### src/sv/ewr_pkg.sv
// ----------------------------------------------------------------------------
// ewr_pkg
// Shared constants, lane control bundle and the sample square helper for the
// windowed EMG RMS block.
// ----------------------------------------------------------------------------
package ewr_pkg;

  localparam int unsigned WINDOW   = 20;
  localparam int unsigned CHANNELS = 8;
  localparam int unsigned NUM_OUT  = 8;
  localparam int unsigned SAMPLE_W = 8;
  localparam int unsigned ROOT_W   = 8;
  localparam int unsigned SQ_W     = 15;  // (-128)^2 = 16384

  localparam int unsigned POS_W  = (WINDOW > 1) ? $clog2(WINDOW) : 1;
  localparam int unsigned SUM_W  = $clog2(WINDOW * 16384 + 1);
  localparam int unsigned WIN_W  = $clog2(WINDOW + 1);
  localparam int unsigned SQW_W  = 2 * ROOT_W + WIN_W;  // root^2 * WINDOW
  localparam int unsigned RW_W   = ROOT_W + WIN_W;      // root * WINDOW
  localparam int unsigned BIT_W  = $clog2(ROOT_W);

  typedef struct packed {
    logic              fresh_en;   // capture the incoming sample
    logic              rd_en;      // read the oldest ring entry
    logic              sq_en;      // square old/new, write the ring
    logic              filled;     // ring has wrapped at least once
    logic              sum_en;     // update the running sum
    logic              root_init;  // clear the root iteration
    logic              root_en;    // try one root bit
    logic [BIT_W-1:0]  bit_idx;
    logic [POS_W-1:0]  pos;
  } lane_ctrl_t;

  function automatic logic [SQ_W-1:0] sq8(input logic [SAMPLE_W-1:0] raw);
    logic signed [2*SAMPLE_W-1:0] p;
    p = $signed(raw) * $signed(raw);
    return p[SQ_W-1:0];
  endfunction

endpackage

### src/sv/ewr_merge.sv
// ----------------------------------------------------------------------------
// ewr_merge
// Gathers the lane roots into one result beat and holds it for the consumer.
// ----------------------------------------------------------------------------
module ewr_merge (
  input  logic                        clk_i,
  input  logic                        rst_ni,
  input  logic                        load_i,
  input  logic [ewr_pkg::ROOT_W-1:0]  roots_i [ewr_pkg::NUM_OUT],
  output logic                        free_o,
  output logic                        out_valid_o,
  input  logic                        out_stall_i,
  output logic [ewr_pkg::ROOT_W-1:0]  rms_o [ewr_pkg::NUM_OUT]
);

  logic                       valid_q;
  logic [ewr_pkg::ROOT_W-1:0] rms_q [ewr_pkg::NUM_OUT];

  assign free_o = !valid_q || !out_stall_i;

  always_ff @(posedge clk_i or negedge rst_ni) begin
    if (!rst_ni) begin
      valid_q <= 1'b0;
    end else if (load_i) begin
      valid_q <= 1'b1;
    end else if (!out_stall_i) begin
      valid_q <= 1'b0;
    end
  end

  always_ff @(posedge clk_i) begin
    if (load_i) begin
      rms_q <= roots_i;
    end
  end

  assign out_valid_o = valid_q;
  assign rms_o       = rms_q;

endmodule

### config.mk
export PLATFORM = sky130hd
export DESIGN_NAME = ewr_merge
export DESIGN_NICKNAME = d
export VERILOG_FILES = /design/src/sv/ewr_pkg.sv /design/src/sv/ewr_merge.sv
export SDC_FILE = /design/constraint.sdc
export NUM_CORES = 1
export LEC_CHECK = 0
export ABC_AREA = 1
export BUFFER_PORTS_ARGS = -buffer_cell sky130_fd_sc_hd__buf_2
export CAP_MARGIN = 25
export CORE_MARGIN = 1
export CORE_UTILIZATION = 40
export CTS_BUF_LIST = sky130_fd_sc_hd__clkbuf_8
export DETAILED_ROUTE_END_ITERATION = 12
export PLACE_DENSITY = 0.75
export SYNTH_ARGS = -nofsm -noshare
export SYNTH_HDL_FRONTEND = slang
export SYNTH_SLANG_ARGS = --single-unit
export TNS_END_PERCENT = 10
### constraint.sdc
create_clock -name clk_i -period 1.07 [get_ports clk_i]
set_input_delay 0.1605 -clock clk_i [delete_from_list [all_inputs] [get_ports clk_i]]
set_output_delay 0.1605 -clock clk_i [all_outputs]
set_load 0.005 [all_outputs]
==> impl_metrics.ini <==
[run_status]
status = finished, final reports clean

[yosys]
seq_area_frac_synth_pct = 99.2
synth_top_area_share_pct = 97.9
synthTopCellsByArea = edfxtp_1 98%, dfrtp_1 1.3%, nand2_2 0.64%, inv_1 0.19%
async_flop_share_pct = 1.54
yosys_warnings = 0
avgSynthCellArea_um2 = 28.9
synth_common_cells = 64 x edfxtp_1, 2 x nand2_2, 1 x dfrtp_1, 1 x inv_1
synth_top_flop_cell = edfxtp_1
synth_edf_count = 64
syn_inst = 68
yosys_register_bits = 65
synthesis.nets = 136
ys_types = 4
yosysMostFrequentCell = edfxtp_1
yosys.area.top_type = edfxtp_1
synth.cell_area_um2 = 1960

[routing]
vias = 1391
dr.pass1.iters = 4
drtIter0Drc = 95
antenna_left = 0
routed_wl_um = 4560
drc = 0
wl_per_cell_um = 13.8
drt-vias-per-instance = 4.23

[critical_path]
arrival_ps = 880
crit_chain = nand2_2 > buf_2
worst_ep_required_time_ps = 910
cpPeakStageDelay_ps = 390
crit_slowest_cell = dfrtp_1
cp_top_family = flip-flops
worstSetupPathType = reg2out
cp-start-kind = flip-flop
path_buf_inv = 1
worstPathMaxFanout = 2
end_kind = output pin

[cells_and_area]
drive_gt1_share_pct = 57.6
diodes = 0
syn2layout_area_growth_pct = 71.4
utilization_pct = 71.3
fin_nets = 325
instances_no_fill = 329
final_area_um2 = 3370

[global_routing]
antenna_found_initial = 0
grt_pass1_vias = 1230
grt_max_degree = 34
gr-total-overflow = 0
grt_pass1_wl_um = 5860
grt_use_total_pct = 16.2

[power_and_ir_drop]
ir_drop_mv = 1.03
leakage_uw = 0.00146
finalPower_uw = 5530
powerDensity_nw_per_um2 = 1640

[cts]
clock_latency_ps = 320
root_buffer = clkbuf_8
path_clk_slew_ps = 70
cts_sinks = 65
cts_inserted_buffers = 9
clockBufferDepth = 2
cts_resized = 0
h-tree-depth = 3
cts_tree = done

[sta]
final_hold_viol_count = 0
setup-violations-final = 0
fin_skew_ps = 0
min_period_ps = 1040
max_freq_mhz = 965
max_slew_margin_pct = 88.5
min_period_over_period_pct = 96.8
rsz0062_at_grt = yes
tightest_slew_ps = 173
drv_slew = 0

[die]
initial_utilization_pct = 41.6
die_x_um = 72.1
die_y_um = 72.1
fp.coreArea_um2 = 4720
die_area_um2 = 5190
num_rows = 25
ios = 134

[hold_path]
hp-class = in2reg

[run]
drv_cap = 0

[placement]
placed_cell_area_um2 = 2750
io_buffer_count = 133
placed_cells = 270
dpl.hpwl_um = 2750
place_congestion = 0.659
## placed cells by master (no fill, tap or decap)
| cell type | count |
|---|---|
| buf_2 | 133 |
| edfxtp_1 | 64 |
| dlygate4sd3_1 | 42 |
| clkbuf_8 | 9 |
| clkinv_1 | 3 |
| nand2_2 | 2 |
| clkinvlp_4 | 2 |
| buf_12 | 2 |
| inv_1 | 1 |
| clkinv_2 | 1 |
| bufinv_16 | 1 |
| dfrtp_1 | 1 |
| buf_4 | 1 |
## metrics by stage
stage               TNS, ps  worst slack (ps)  hold WS, ps
finish                    0              33.7         14.5
floorplan                 0               455         -135
global placement          0               238        -63.3
detailed placement        0               236        -62.1
global route          -13.8             -13.8        -3.34
CTS                       0              9.24        0.195
## flip-flops by register name, indices dropped and copies added (netlist names)
register,flops
rms_o,64
out_valid_o,1
## per-layer routing
layer / GRT usage (%) / vias up / wire, µm
li1: - / 651 / -
met4: 9.80 / 0 / 76
met5: 0 / - / 0
met2: 28.0 / 89 / 2480
met3: 6.67 / 7 / 417
met1: 16.5 / 644 / 1590
## path summary, 6_finish.rpt
check	cells after the start	end	slack [ps]	start
hold / removal	1	rms_o[7]	10	roots_i[7]
min in group asynchronous	2	out_valid_o	150	rst_ni
hold reg to reg	3	out_valid_o	600	out_valid_o
setup reg to reg	3	out_valid_o	380	out_valid_o
max in group asynchronous	2	out_valid_o	830	rst_ni
setup / recovery	2	free_o	30	out_valid_o
## power by group
part	internal, µW	switching (µW)
combinational	327	208
clock	1050	881
sequential	3020	48.4
## logic make-up after synthesis
logic type / Yosys count / synth area share (%)
buffers and inverters: 1 / 0.191
flip-flops: 65 / 99.2
AND/OR/NAND/NOR: 2 / 0.637
## cell type report
| type | count | area [µm²] |
|---|---|---|
| clock buffers | 9 | 124 |
| clock inverters | 7 | 61.3 |
| fillers | 311 | 1360 |
| inverters | 1 | 3.75 |
| multi-input cells | 2 | 12.5 |
| flip-flops and latches | 65 | 1950 |
| well taps | 67 | 83.8 |
| repair buffers | 178 | 1130 |
## repair_timing
item                       CTS  global route
hold endpoints to repair    27            15
buffers inserted             0             1
hold buffers                27            15
setup endpoints to repair    0             1
(Power assumes the default switching activity.)
