`config.mk`:
```
export PLATFORM = sky130hd
export DESIGN_NAME = ewr_lane
export DESIGN_NICKNAME = d
export VERILOG_FILES = /design/src/sv/ewr_pkg.sv /design/src/sv/ewr_ram.sv /design/src/sv/ewr_lane.sv
export SDC_FILE = /design/constraint.sdc
export NUM_CORES = 1
export LEC_CHECK = 0
export BUFFER_PORTS_ARGS = -buffer_cell sky130_fd_sc_hd__buf_2
export CORE_ASPECT_RATIO = 0.5
export CORE_MARGIN = 1.5
export CORE_UTILIZATION = 45
export DETAILED_ROUTE_END_ITERATION = 10
export SLEW_MARGIN = 15
export SYNTH_ARGS = -nofsm -noshare
export SYNTH_HDL_FRONTEND = slang
export SYNTH_SLANG_ARGS = --single-unit
```
`constraint.sdc`:
```
create_clock -name clk_i -period 14.88 [get_ports clk_i]
set_input_delay 0 -clock clk_i [delete_from_list [all_inputs] [get_ports clk_i]]
set_output_delay 0 -clock clk_i [all_outputs]
set_load 0.1 [all_outputs]
```
`src/sv/ewr_pkg.sv`:
```
// ----------------------------------------------------------------------------
// ewr_pkg
// Shared constants, lane control bundle and the sample square helper for the
// windowed EMG RMS block.
// ----------------------------------------------------------------------------
package ewr_pkg;

  localparam int unsigned WINDOW   = 20;
  localparam int unsigned CHANNELS = 8;
  localparam int unsigned NUM_OUT  = 8;
  localparam int unsigned SAMPLE_W = 8;
  localparam int unsigned ROOT_W   = 8;
  localparam int unsigned SQ_W     = 15;  // (-128)^2 = 16384

  localparam int unsigned POS_W  = (WINDOW > 1) ? $clog2(WINDOW) : 1;
  localparam int unsigned SUM_W  = $clog2(WINDOW * 16384 + 1);
  localparam int unsigned WIN_W  = $clog2(WINDOW + 1);
  localparam int unsigned SQW_W  = 2 * ROOT_W + WIN_W;  // root^2 * WINDOW
  localparam int unsigned RW_W   = ROOT_W + WIN_W;      // root * WINDOW
  localparam int unsigned BIT_W  = $clog2(ROOT_W);

  typedef struct packed {
    logic              fresh_en;   // capture the incoming sample
    logic              rd_en;      // read the oldest ring entry
    logic              sq_en;      // square old/new, write the ring
    logic              filled;     // ring has wrapped at least once
    logic              sum_en;     // update the running sum
    logic              root_init;  // clear the root iteration
    logic              root_en;    // try one root bit
    logic [BIT_W-1:0]  bit_idx;
    logic [POS_W-1:0]  pos;
  } lane_ctrl_t;

  function automatic logic [SQ_W-1:0] sq8(input logic [SAMPLE_W-1:0] raw);
    logic signed [2*SAMPLE_W-1:0] p;
    p = $signed(raw) * $signed(raw);
    return p[SQ_W-1:0];
  endfunction

endpackage

```
`src/sv/ewr_ram.sv`:
```
// ----------------------------------------------------------------------------
// ewr_ram
// Generic single-write, single-read RAM with registered read data.
// ----------------------------------------------------------------------------
module ewr_ram #(
  parameter int unsigned WIDTH = 8,
  parameter int unsigned DEPTH = 20,
  localparam int unsigned ADDR_W = (DEPTH > 1) ? $clog2(DEPTH) : 1
) (
  input  logic              clk_i,
  input  logic              wr_en_i,
  input  logic [ADDR_W-1:0] wr_addr_i,
  input  logic [WIDTH-1:0]  wr_data_i,
  input  logic              rd_en_i,
  input  logic [ADDR_W-1:0] rd_addr_i,
  output logic [WIDTH-1:0]  rd_data_o
);

  logic [WIDTH-1:0] mem_q [DEPTH];
  logic [WIDTH-1:0] rd_data_q;

  always_ff @(posedge clk_i) begin
    if (wr_en_i) begin
      mem_q[wr_addr_i] <= wr_data_i;
    end
    if (rd_en_i) begin
      rd_data_q <= mem_q[rd_addr_i];
    end
  end

  assign rd_data_o = rd_data_q;

endmodule

```
`src/sv/ewr_lane.sv`:
```
// ----------------------------------------------------------------------------
// ewr_lane
// One channel: sample ring, running sum of squares and a bit-per-cycle
// square root of sum / WINDOW.
// ----------------------------------------------------------------------------
module ewr_lane (
  input  logic                             clk_i,
  input  logic                             rst_ni,
  input  ewr_pkg::lane_ctrl_t              ctrl_i,
  input  logic [ewr_pkg::SAMPLE_W-1:0]     fresh_i,
  output logic [ewr_pkg::ROOT_W-1:0]       root_o
);

  logic [ewr_pkg::SAMPLE_W-1:0] fresh_q;
  logic [ewr_pkg::SAMPLE_W-1:0] old_raw;
  logic [ewr_pkg::SAMPLE_W-1:0] old_eff;
  logic [ewr_pkg::SQ_W-1:0]     sq_old_q, sq_new_q;
  logic [ewr_pkg::SUM_W-1:0]    sum_q, sum_d;
  logic [ewr_pkg::ROOT_W-1:0]   root_q, root_d;
  logic [ewr_pkg::SQW_W-1:0]    rsqw_q, rsqw_d;
  logic [ewr_pkg::RW_W-1:0]     rw_q, rw_d;
  logic [ewr_pkg::SQW_W-1:0]    trial;
  logic [ewr_pkg::SQW_W-1:0]    win_sqw;
  logic [ewr_pkg::RW_W-1:0]     win_rw;

  ewr_ram #(
    .WIDTH (ewr_pkg::SAMPLE_W),
    .DEPTH (ewr_pkg::WINDOW)
  ) u_ring (
    .clk_i     (clk_i),
    .wr_en_i   (ctrl_i.sq_en),
    .wr_addr_i (ctrl_i.pos),
    .wr_data_i (fresh_q),
    .rd_en_i   (ctrl_i.rd_en),
    .rd_addr_i (ctrl_i.pos),
    .rd_data_o (old_raw)
  );

  // Entries not yet written since reset read as zero.
  assign old_eff = ctrl_i.filled ? old_raw : '0;

  assign win_sqw = ewr_pkg::SQW_W'(ewr_pkg::WINDOW);
  assign win_rw  = ewr_pkg::RW_W'(ewr_pkg::WINDOW);

  // (root + 2^k)^2 * W = root^2*W + (root*W) << (k+1) + W << 2k
  assign trial = rsqw_q
               + (ewr_pkg::SQW_W'(rw_q) << ({1'b0, ctrl_i.bit_idx} + 1'b1))
               + (win_sqw << {ctrl_i.bit_idx, 1'b0});

  assign sum_d = sum_q - ewr_pkg::SUM_W'(sq_old_q) + ewr_pkg::SUM_W'(sq_new_q);

  always_comb begin
    root_d = root_q;
    rsqw_d = rsqw_q;
    rw_d   = rw_q;
    if (ctrl_i.root_init) begin
      root_d = '0;
      rsqw_d = '0;
      rw_d   = '0;
    end else if (ctrl_i.root_en && (trial <= ewr_pkg::SQW_W'(sum_q))) begin
      root_d = root_q | (ewr_pkg::ROOT_W'(1) << ctrl_i.bit_idx);
      rsqw_d = trial;
      rw_d   = rw_q + (win_rw << ctrl_i.bit_idx);
    end
  end

  always_ff @(posedge clk_i) begin
    if (ctrl_i.fresh_en) begin
      fresh_q <= fresh_i;
    end
    if (ctrl_i.sq_en) begin
      sq_old_q <= ewr_pkg::sq8(old_eff);
      sq_new_q <= ewr_pkg::sq8(fresh_q);
    end
  end

  always_ff @(posedge clk_i or negedge rst_ni) begin
    if (!rst_ni) begin
      sum_q  <= '0;
      root_q <= '0;
      rsqw_q <= '0;
      rw_q   <= '0;
    end else begin
      if (ctrl_i.sum_en) begin
        sum_q <= sum_d;
      end
      root_q <= root_d;
      rsqw_q <= rsqw_d;
      rw_q   <= rw_d;
    end
  end

  assign root_o = root_q;

endmodule

```
==> reports/qor.txt, run 1 <==
Port-buffer cells - 32
Post-Route WL - 35.8 mm
Number of synthesized flops with an enable pin - 204
Slowest-stage cell, CP - ha_1
Max-cap violations - 0
RSZ-0062 raised after global routing - false
Clock sink count - 263
Largest net degree at the start of global routing - 60
Die H - 143 um
Fmax - 149 MHz
Net Sw Power - 1.36 mW
Residual DRC - 0
FF+latch area - 7600 um^2
Hold Fails Final Rpt - 0
Initial drt markers - 601
Post-synthesis instance area - 17600 um^2
Die area - 40400 um^2
Floorplan core area - 38000 um^2
Syn_area_per_cell - 11.7 um^2
Relative slew slack - 0.234
Commonest cells after routing, fill and taps aside - inv_1, edfxtp_1, ha_1, fa_1, nand2_1
Setup_tns - 0 ns
GR Util All Layers - 0.186
Max-slew violations - 0
Initial core utilization - 0.463
GPL Wtd Cong - 0.840
1st-pass router iterations - 5
FP Rows - 50
Seq cells post-synth - 263
Vias - 11027
Number of global-route vias before repair - 11333
Type of origin of the critical path - input pin
Clk root buf - clkbuf_16
Final setup violating endpoints - 0
Synth-to-layout area growth - 9.55%
Setup Skew - 0.0179 ns
Routed vias/inst - 5.29
Commonest non-fill, non-tap cell in the layout - inv_1
Clk slew on worst S/H paths - 0.06 ns
Cts bufs inserted - 25
Setup WS post-layout - 8.18 ns
Crit path DAT - 7.15 ns
Synth warn - 0
Initial antenna violation count - 0
Synth unique cells - 60
Dpl ws - 7.88 ns
P_leak - 8.43 nW
Worst path most repeated cell - o21ai_0
Max rail drop VDD - 0.0000938 V
Die Width - 283 um
Layout cells sized above 1 - 0.0939
Crit Path Class - input pin to flip-flop
Min Hold Slack - 0.0323 ns
Worst Hold Class - input pin to flip-flop
Flop pwr share - 0.282
Worst Path Required - 15.32 ns
Area of the multi-input gates - 8970 um^2
CTS tree - yes
Clock group share of total power - 0.194
Finished Cell Area - 19300 um^2
First-pass GRT wire length - 58.8 mm
Cell internal pwr - 2.10 mW
H-tree levels - 1
Antenna-violating nets left - 0
Filler cells - 3361
Longest Clk Path Bufs - 3
Biggest cell delay along the critical path - 0.67 ns
Nets - 1811
Placed cell areas - 18300 um^2
Post-Synthesis Cells - 1510
Pwr/cell area - 180 nW/um^2
Async SR Flop Fraction - 0.224
Outcome - complete, no violations
Combinational power share - 0.524
Gr ovfl total - 0
Largest cells by area after synthesis - edfxtp_1, fa_1, ha_1, dfrtp_1, mux4_2
Synth area leader - edfxtp_1
R2R Setup Slk - 8.92 ns
Synth top area share - 0.348
Worst skew pair latency - 0.56 ns
Sequential area share after synthesis - 0.432
Crit share post-route - 0.451
WL per Instance - 17.2 um
Crit path max fanout - 22
Fin crit period - 6.70 ns
Most common flop cell mapped by yosys - edfxtp_1
Dpl hpwl - 25.9 mm
Pin slew with the least headroom to its limit - 1.15 ns
Crit. End Element - flip-flop
ANT cells - 0
Resized Gates After CTS - 0
Sw Ratio - 0.393
IO Pins - 33
[final cells by class]
type | instances | share of cell area
multi-input cells | 982 | 0.465
flip-flops and latches | 263 | 0.394
inverters | 218 | 0.0425
clock buffers | 35 | 0.0366
well taps | 520 | 0.0338
repair buffers | 57 | 0.0199
clock inverters | 11 | 0.00753
[flip-flops by register name (all words and copies together), names as in the netlist]
signal            count
u_ring.mem_q        160
rsqw_q               21
sum_q                19
sq_new_q             14
sq_old_q             14
rw_q                 11
fresh_q               8
root_o                8
u_ring.rd_data_o      8
[metrics by stage]
stage,power [mW],utilization,std cells
detailed placement,2.82,0.481,2026
CTS,3.51,0.508,2086
global route,3.79,0.508,2086
floorplan,2.45,-,1511
global placement,2.77,0.481,2026
finish,3.47,0.508,2086
[kinds of logic (layout without fill, tap and decap cells)]
| family | count (synthesis) | after routing | share of synthesized area |
|---|---|---|---|
| mux | 79 | 79 | 0.0768 |
| flops | 263 | 263 | 0.432 |
| buf+inv | 266 | 321 | 0.0583 |
| xor+xnor | 70 | 70 | 0.0349 |
| fa+ha+maj | 239 | 239 | 0.217 |
| compound gates | 230 | 230 | 0.0814 |
| other cells | 1 | 2 | 0.000213 |
| simple gates | 362 | 362 | 0.0989 |
[layer usage]
metal | part of all wire | GRT usage
met1 | 0.45 | 0.243
met2 | 0.49 | 0.324
met3 | 0.028 | 0.0247
met4 | 0.028 | 0.0532
met5 | 0 | 0
[critical path: cells and delay by family]
family / cells / cell delay, ns
mux: 1 / 0.35
xor+xnor: 1 / 0.11
compound gates: 9 / 1.81
simple gates: 6 / 1.80
fa+ha+maj: 4 / 1.58
buf+inv: 5 / 1.47
[path summary, 6_finish.rpt]
path	startpoint	to	cells after the start
min	ctrl_i[9]	rw_q[3]	2
max	ctrl_i[7]	rw_q[12]	26
max in group asynchronous	rst_ni	rw_q[2]	3
min reg2reg	root_o[7]	root_o[7]	2
max reg2reg	rw_q[2]	rw_q[12]	24
min in group asynchronous	rst_ni	rsqw_q[15]	3
[power by group through the flow]
stage | sequential (mW) | combinational, mW | clock (mW)
after global routing | 0.989 | 2.09 | 0.714
final | 0.979 | 1.81 | 0.673
after detailed placement | 0.995 | 1.83 | 0
after floorplan | 0.999 | 1.45 | 0
after CTS | 0.980 | 1.84 | 0.690
after global placement | 0.993 | 1.77 | 0
[cells in the mapped netlist, types with 8 or more instances]
library cell  count
a211oi_1          9
a21o_1           23
a21oi_1          74
and2_1           28
and3_1           34
clkbuf_1         36
dfrtp_1          59
edfxtp_1        204
fa_1            111
ha_1            128
inv_1           216
mux2_2            8
mux2i_1          27
mux4_2           44
nand2_1         109
nand2b_1         12
nand3_1          17
nor2_1          101
nor2b_1          16
nor3_1           13
o21a_1           11
o21ai_0          59
o21bai_1          9
xnor2_1          57
xor2_1           13
[what timing repair did]
| action | in CTS | in global routing |
|---|---|---|
| hold buffers | 14 | 0 |
| setup endpoints to repair | 0 | 0 |
| hold endpoints to repair | 106 | 0 |
| setup buffers | 0 | 0 |
Note: power is estimated with default switching activity, not from simulation.
==> run 2, diff against run 1 <==
clock period = 5.4 ns   (was 14.88 ns; I/O delays follow)
==> run 2 against run 1 <==
  * Setup slack lost 8.0 ns
  * First-iteration DRC count rose by 18%
  * Non-clock buffer count is 116 higher
  * Critical path type is now flip-flop to flip-flop
  * Cell count increased by 5.6%
  * Sequential power grew to 2.8 times the previous value
  * Critical path depth is 1 lower
==> reports/qor.txt, run 2 (same netlist as run 1, synthesis figures left out) <==
Max-slew violations - 0 (unchanged)
Commonest cells after routing, fill and taps aside - inv_1, edfxtp_1, buf_4, ha_1, fa_1 (was inv_1, edfxtp_1, ha_1, fa_1, nand2_1)
Dpl hpwl - 28.9 mm (was 25.9 mm)
Crit share post-route - 0.976
Cts bufs inserted - 25 (unchanged)
Vias - 11454 (was 11027)
FP Rows - 50 (unchanged)
Worst skew pair latency - 0.56 ns (about the same)
Layout cells sized above 1 - 0.188 (was 0.0939)
Floorplan core area - 38000 um^2 (unchanged)
Cells on worst reg2reg path - 25 (was 24)
Max reg flops - 160 (unchanged)
Largest net degree at the start of global routing - 60 (unchanged)
Finished Cell Area - 20500 um^2 (was 19300 um^2)
Longest Clk Path Bufs - 3 (unchanged)
Nets - 1927 (was 1811)
Fmax - 190 MHz
Crit. End Element - flip-flop (unchanged)
Max-cap violations - 0 (unchanged)
Pin slew with the least headroom to its limit - 1.12 ns (was 1.15 ns)
GR Util All Layers - 0.199 (was 0.186)
Type of origin of the critical path - flip-flop (was input pin)
Antenna-violating nets left - 0 (unchanged)
Biggest register - u_ring.mem_q (unchanged)
Die Width - 283 um (unchanged)
Worst Path Required - 5.84 ns (was 15.32 ns)
Initial antenna violation count - 0 (unchanged)
Port-buffer cells - 32 (unchanged)
P_leak - 9.06 nW (was 8.43 nW)
Final setup violating endpoints - 0 (unchanged)
Met2 Use GR - 0.340 (was 0.324)
Setup_tns - 0 ns (unchanged)
WL per Instance - 17.7 um (was 17.2 um)
Die area - 40400 um^2 (unchanged)
H-tree levels - 1 (unchanged)
Residual DRC - 0 (unchanged)
Number of global-route vias before repair - 11932 (was 11333)
Initial core utilization - 0.463 (unchanged)
Clk slew on worst S/H paths - 0.06 ns (about the same)
ANT cells - 0 (unchanged)
Met1 GRT Util - 0.262 (was 0.243)
Relative slew slack - 0.250 (was 0.234)
Crit path max fanout - 6 (was 22)
Global Route met3 Usage - 0.0353 (was 0.0247)
Biggest cell delay along the critical path - 0.49 ns (was 0.67 ns)
Placed cell areas - 19100 um^2 (was 18300 um^2)
Fin crit period - 5.27 ns
Worst hold stages - 2 (unchanged)
Outcome - complete, no violations (unchanged)
Worst path most repeated cell - buf_4 (was o21ai_0)
Max rail drop VDD - 0.000267 V (was 0.0000938 V)
Slowest-stage cell, CP - fa_1 (was ha_1)
1st-pass router iterations - 5 (unchanged)
GPL Wtd Cong - 0.926 (was 0.840)
Pwr/cell area - 505 nW/um^2 (was 180 nW/um^2)
Crit Path Class - flip-flop to flip-flop (was input pin to flip-flop)
R2R Setup Slk - 0.13 ns (was 8.92 ns)
Setup Skew - 0.0131 ns (was 0.0179 ns)
CTS tree - yes (unchanged)
Post-Route WL - 38.9 mm (was 35.8 mm)
Routed vias/inst - 5.20 (was 5.29)
First-pass GRT wire length - 62.5 mm (was 58.8 mm)
Biggest regs - u_ring.mem_q: 160 flops, rsqw_q: 21 flops, sum_q: 19 flops (unchanged)
Gr ovfl total - 0 (unchanged)
Worst r2r dst - rw_q[12] (unchanged)
RSZ-0062 raised after global routing - true (was false)
Commonest non-fill, non-tap cell in the layout - inv_1 (unchanged)
Hold Fails Final Rpt - 0 (unchanged)
IO Pins - 33 (unchanged)
WHS Endpoint - root_o[5] (was rw_q[3])
GR peak layer - met2 (unchanged)
Hold path start - ctrl_i[9] (unchanged)
Worst Hold Class - input pin to flip-flop (unchanged)
Clk root buf - clkbuf_16 (unchanged)
Die H - 143 um (unchanged)
Synth-to-layout area growth - 16.3% (was 9.55%)
Crit path DAT - 5.71 ns (was 7.15 ns)
R2r startpoint - rw_q[4] (was rw_q[2])
Clock sink count - 263 (unchanged)
Initial drt markers - 708 (was 601)
==> run 2: timing repair <==
action / CTS / global route
cloned: 0 / 2
pin swaps: 1 / 28
endpoints found under the setup margin: 39 / 40
endpoints found under the hold margin: 102 / 0
gates resized for setup: 15 / 54
hold buffers: 13 / 0
buffers inserted: 6 / 9
==> run 2: through the flow <==
stage	utilization	power [mW]	hold slack [ns]	worst slack, ns	instances
global placement	0.502	8.03	0.178	-0.342	2126
floorplan	-	6.74	-0.296	0.0756	1511
finish	0.539	10.3	0.0542	0.132	2202
global route	0.539	11.3	0.0510	-0.104	2202
CTS	0.530	10.2	0.0215	0.00106	2191
detailed placement	0.502	8.19	0.179	-0.398	2126
==> run 2: layout make-up <==
cell class | instances | area (um^2)
fill | 3253 | 17500
multi-input combinational | 982 | 9210
sequential | 263 | 7600
timing repair buffer | 173 | 1320
inverter | 218 | 818
tap | 520 | 651
clock buffer | 27 | 633
clock inverter | 19 | 221
==> run 2: worst max-delay path, delay by kind of cell (launching register included) <==
kind / cells / cell delay [ns]
flip-flops: 1 / 0.40
AO/OA/AOI/OAI: 8 / 1.37
XOR/XNOR: 1 / 0.09
adder cells (fa/ha/maj): 3 / 1.00
multiplexers: 2 / 0.49
AND/OR/NAND/NOR: 7 / 1.27
buffers and inverters: 4 / 0.54
==> run 2: how the worst max path moves through the flow <==
stage,from,end,slack (ns)
2_1_floorplan,ctrl_i[5],rw_q[12],0.08
6_report,rw_q[4],rw_q[12],0.13
5_1_grt,rw_q[6],rw_q[12],-0.10
3_5_place_dp,ctrl_i[6],rw_q[12],-0.40
4_1_cts,rw_q[6],rsqw_q[13],0.001
3_3_place_gp,ctrl_i[5],rw_q[12],-0.34
==> run 2: layer usage <==
metal | vias up | routed length (um)
met5 | - | 0
met4 | 0 | 1020
met3 | 65 | 1660
met2 | 244 | 18800
met1 | 5618 | 17400
li1 | 5527 | -
==> run 2: power breakdown <==
group          internal (mW)  total [mW]  switching [mW]
logic                   2.68        5.77            3.09
clock network           1.05        1.85           0.799
registers               2.55        2.72           0.162
total                   6.29        10.3            4.05
